$ cat src/sv/slcg_ram.sv
// generic single-port-write, single-port-read ram with registered read
module slcg_ram #(
   parameter int unsigned WIDTH = 32,
   parameter int unsigned DEPTH = 128
) (
   input  logic                     clock,
   input  logic                     wr_en,
   input  logic [$clog2(DEPTH)-1:0] wr_addr,
   input  logic [WIDTH-1:0]         wr_data,
   input  logic                     rd_en,
   input  logic [$clog2(DEPTH)-1:0] rd_addr,
   output logic [WIDTH-1:0]         rd_data
);

   logic [WIDTH-1:0] mem [DEPTH];
   logic [WIDTH-1:0] rd_data_ff;

   always_ff @(posedge clock) begin
      if (wr_en) begin
         mem[wr_addr] <= wr_data;
      end
      if (rd_en) begin
         rd_data_ff <= mem[rd_addr];
      end
   end

   assign rd_data = rd_data_ff;

endmodule

$ cat config.mk
export PLATFORM = sky130hd
export DESIGN_NAME = slcg_ram
export DESIGN_NICKNAME = d
export VERILOG_FILES = /design/src/sv/slcg_ram.sv
export SDC_FILE = /design/constraint.sdc
export NUM_CORES = 2
export LEC_CHECK = 0
export ABC_AREA = 1
export BUFFER_PORTS_ARGS = -buffer_cell sky130_fd_sc_hd__buf_4
export CORE_ASPECT_RATIO = 1.2
export CORE_MARGIN = 2
export CORE_UTILIZATION = 41
export CTS_BUF_LIST = sky130_fd_sc_hd__clkbuf_8
export CTS_CLUSTER_SIZE = 16
export DETAILED_ROUTE_END_ITERATION = 6
export HOLD_SLACK_MARGIN = 0.15
export PLACE_DENSITY_LB_ADDON = 0.08
export SYNTH_ARGS = -nofsm -noshare
export SYNTH_HDL_FRONTEND = slang
export SYNTH_SLANG_ARGS = --single-unit
$ cat constraint.sdc
create_clock -name clock -period 3.25 [get_ports clock]
set_input_delay 0.4875 -clock clock [delete_from_list [all_inputs] [get_ports clock]]
set_output_delay 0.4875 -clock clock [all_outputs]
set_load 0.01 [all_outputs]
# After elaboration in Yosys (flattened, before gate mapping)
# Memories as Yosys holds them, arrays and structs flattened. A register that Yosys moved wholly into a read port is not among the register bits.
# Cells that the tools add are included.
# totals
ram_bits	4096
register_bits	0
inputBits	49
n_memories	1
elab_cells	3
# memory_table
memory	words	word_bits	rd	rd_clocked_by_memory_dff	write_ports	line_no	source
mem	128	32	1	1	1	15	logic [WIDTH-1:0] mem [DEPTH];
# op_classes
muxes	2
# ops
operator	n
1-bit two-way mux	2

# Longest topological paths before layout
# logic_depth
word_depth	2
depth_mapped	13
mapped_depth_nobuf	9

# Worst setup path before layout
# OpenSTA, ideal clock, no wires.
# synth_path
kind	input port to flip-flop
start	input wr_en
end	memory mem[105][0] (enable)
n_path_buf	2
stages	4
setup_slack_ps	365
arrival_time_ps	2464
setup_time_ps	421
cell_sequence	clkbuf_1 nand2_1 clkbuf_1 nor2_1
# synth_between
elab_chain_cells	2
# synth_lines
item	line_no	source
start, declared	7	input logic wr_en,
1-bit two-way mux	19	if (wr_en) begin
1-bit two-way mux (not written as such)	20	mem[wr_addr] <= wr_data;
end, declared	15	
# No other way between the ends.

# Worst setup path in the final report
# layout_path
start	input wr_addr[1]
end	memory mem[102][15] (enable)
# layout_rtl
item	line_no	source
start, declared	8	input logic [$clog2(DEPTH)-1:0] wr_addr,
# No word-level cell before the write port.

==> results.md <==
Synthesis:
- After synthesis, the mean cell area works out to 12.3 um^2.
- The synthesized cell area is 0.165 mm^2.
- In the synthesized netlist, the number of instances is ~13,000.
- For this run, the number of Yosys warnings is 0.
- The post-synthesis register bit count is 4,128.
- The number of nets in the synthesized netlist is 13,400.
- Of the synthesized area, sequential elements account for 0.751.
- Yosys mapped the design onto 14 distinct sky130hd cell types.

Global route:
- After global routing the overflow that remains totals 0.
- The number of antenna violations at the first check in global routing is 36.
- Entering global routing, the biggest net connects 132 pins.
- The number of global-route vias before repair was between 100k and 150k.
- The global-route wire length before repair is between 700,000 and 800,000 um.
- The total routing usage reported by global routing is 0.271.

CTS:
- The maximum number of buffers from clock root to sink is 4.
- The clock tree from TritonCTS is done.
- The clock sink total is 4,128.
- The number of clock buffers inserted by TritonCTS is 670.
- The deepest level of the CTS H-tree is 6.
- The clock reaches the later pin of the worst-skew pair after around 1.3 ns.
- The root buffer cell chosen for the clock tree is clkbuf_8.
- After clock tree synthesis, the clock-pin slew on the worst setup and hold paths is approximately 0.060 ns.
- The number of instances resized during post-cts repair is 0.

Final layout:
- The count of filler cells inserted in the layout is roughly 36,000.
- The count of cells in the finished layout, fillers not included, comes to between 15,000 and 20,000.
- The fraction of final layout cells with drive strength greater than 1 is 0.119.
- The post-synthesis to final-layout area growth is 15.5%.
- The net count of the finished layout is between 10,000 and 15,000.
- In the layout the commonest cells are 4,143 x nand2_1, 4,128 x edfxtp_1, 4,035 x nand3_1.
- The final core utilization is 0.475.
- After routing the design area is ~0.19 mm^2.
- The library cell used most frequently in the layout, excluding fill and tap cells, is nand2_1.

Placed design:
- The congestion estimate from routability-driven global placement came to between 0.8 and 0.9.
- The post-detailed-placement cell area is ~0.18 mm^2.
- The post-detailed-placement half-perimeter wirelength is around 310,000 um.
- In this run the tool buffered the top-level ports with 80 buffer cells.
- Including well taps, the total number of placed cells is about 19,000.

Detailed routing:
- After detailed routing, the met2 layer carries ~260,000 um of wire.
- The remaining number of nets flagged by the antenna check after routing is 0.
- The first detailed-routing pass ran for 6 iterations.
- The routed length on met3 is 38,700 um.
- The top routing layer in use is met5.
- The total routed wirelength is 561,000 um.
- The total vias in the final route is 111,000.
- In the routed layout, each cell is associated on average with a via count of approximately 5.6.
- The length of routed wiring on met1 is 234,000 um.
- The average wire length per cell after detail routing is ~28 um.
- In the routed design, unresolved DRC markers number 0.
- In this run, the number of DRC markers left after iteration 0 of detailed routing was around 12,000.

STA:
- The transition at the pin with the smallest max-transition slack is between 1 and 1.5 ns.
- The worst-case headroom to the max-slew limit is 0.244.
- The maximum achievable frequency is about 330 MHz.
- Setup repair after global routing left no endpoint under its margin.
- Across the routed clock network, the largest skew measured is a little under 0.06 ns.
- The number of hold violations in the final report is 0.
- The final setup violation count is 0.
- The number of pins with negative max-slew slack in the final report is 0.
- Dividing the final minimum period by the clock period gives 0.938.
- The minimum period implied by the final worst setup slack is slightly above 3 ns.
- The total negative setup slack is 0 ns.

Power and ir drop:
- Power spread over the standard cell area amounts to 569 mW/mm^2.
- For this design the static power due to leakage is between 60 and 70 nW.
- The worst supply voltage drop on vdd is about 0.35 mV.

Hold path:
- The beginning of the worst hold path is wr_data[10].
- The type of the most critical hold path is input port to register.

Floorplanning:
- The count of standard-cell rows is around 260.
- The die outline width is 583 um.
- The die covers roughly 0.41 mm^2.
- The number of ports placed on the die boundary is 81.
- The initial utilization of the core area, before any placement, comes to 0.411.
- From bottom edge to top edge, the die measures around 700 um.
- The placeable core region is between 0.4 and 0.5 mm^2.

Worst setup path:
- The classification of the worst setup path is input port to register.
- The worst setup path is captured at a register.
- The critical path startpoint category is an input port.
- For the worst setup path, the data required time is around 4.2 ns.
- In this run the critical register-to-register path is launched from mem[113][28].
- Data arrives at the worst endpoint at between 3 and 4 ns.
- The highest fanout seen on the critical path is 13.
- In this design, the critical path's most frequently occurring cell is dlygate4sd3_1.
- On the critical path, the stage with the largest delay is an instance of dlygate4sd3_1.
- The critical path starts at wr_addr[1].
- The worst stage delay on the critical path is roughly 1.1 ns.
- Walking the worst path, the cells encountered are dlygate4sd3_1, buf_4, inv_1, nor3_1, dlygate4sd3_1, inv_1, nor2_4, dlygate4sd3_1, buf_12.

Outcome:
- The flow ran to the end, and the final reports show no timing, DRC or antenna violations.

Flow run:
- The number of max-cap violations is 0.
## repair_timing
action | CTS | global route
setup endpoints to repair | 0 | 0
hold buffers | 58 | 0
setup buffers | 0 | 0
endpoints found under the hold margin | 4839 | 0
## worst paths after layout
path / slack (ns) / depth (start not counted) / end
setup / recovery: 0.20 / 9 / mem[102][15]
hold / removal: 0.28 / 2 / mem[68][10]
setup reg to reg: 0.55 / 10 / rd_data[28]
hold reg to reg: 0.98 / 8 / rd_data[29]
## metal layers
| metal | track usage | vias to the layer above |
|---|---|---|
| met2 | 0.438 | 4389 |
| li1 | - | 49400 |
| met3 | 0.0370 | 849 |
| met1 | 0.372 | 56700 |
| met5 | 0 | - |
| met4 | 0.103 | 12 |
## cell type report
type,instances,area (um^2),area share
diodes,19,47.5,0.000249
multi-input cells,8328,37300,0.196
well taps,5268,6590,0.0346
inverters,24,143,0.000748
clock buffers,691,9510,0.0499
clock inverters,486,2350,0.0124
flip-flops and latches,4128,124000,0.650
repair buffers,863,10700,0.0561
## metrics by stage
stage	hold WS (ns)	setup slack, ns	power, mW
floorplan	0.586	0.365	63.6
global placement	0.823	-0.382	67.9
detailed placement	0.827	-0.363	68.0
CTS	0.153	0.255	109
global route	0.217	0.193	112
finish	0.278	0.201	108
## cells by family (layout without fill, tap and decap cells)
kind of cell           after synthesis  after routing  share of synthesized area
buffers and inverters              933           2064                     0.0284
and+or+nand+nor                   8328           8328                      0.220
other                                0             19                          0
DFF                               4128           4128                      0.751
## critical path: cells and delay by family
| family | cells | cell delay (ns) |
|---|---|---|
| AND/OR/NAND/NOR | 2 | 0.47 |
| buffers and inverters | 7 | 2.98 |
## state kept, by name (all words and copies together), names as in the netlist
register,count
mem,4096
rd_data,32
## Yosys cell counts
| cell type | number | area share |
|---|---|---|
| clkbuf_1 | 109 | 0.0025 |
| edfxtp_1 | 4128 | 0.75 |
| inv_1 | 20 | 0.00046 |
| nand2_1 | 4151 | 0.094 |
| buf_6 | 11 | 0.00075 |
| nor2_1 | 134 | 0.0030 |
| inv_2 | 2 | 0.000046 |
| buf_2 | 602 | 0.018 |
| inv_4 | 2 | 0.000076 |
| buf_4 | 86 | 0.0039 |
| buf_8 | 1 | 0.000091 |
| nor3_1 | 8 | 0.00024 |
| nand3_1 | 4035 | 0.12 |
| buf_1 | 100 | 0.0023 |
## where the power goes
group | total, mW | internal (mW) | switching [mW]
clock network | 41.4 | 20.5 | 20.9
logic | 7.96 | 2.16 | 5.80
registers | 59.0 | 58.9 | 0.135
(Power assumes the default switching activity.)
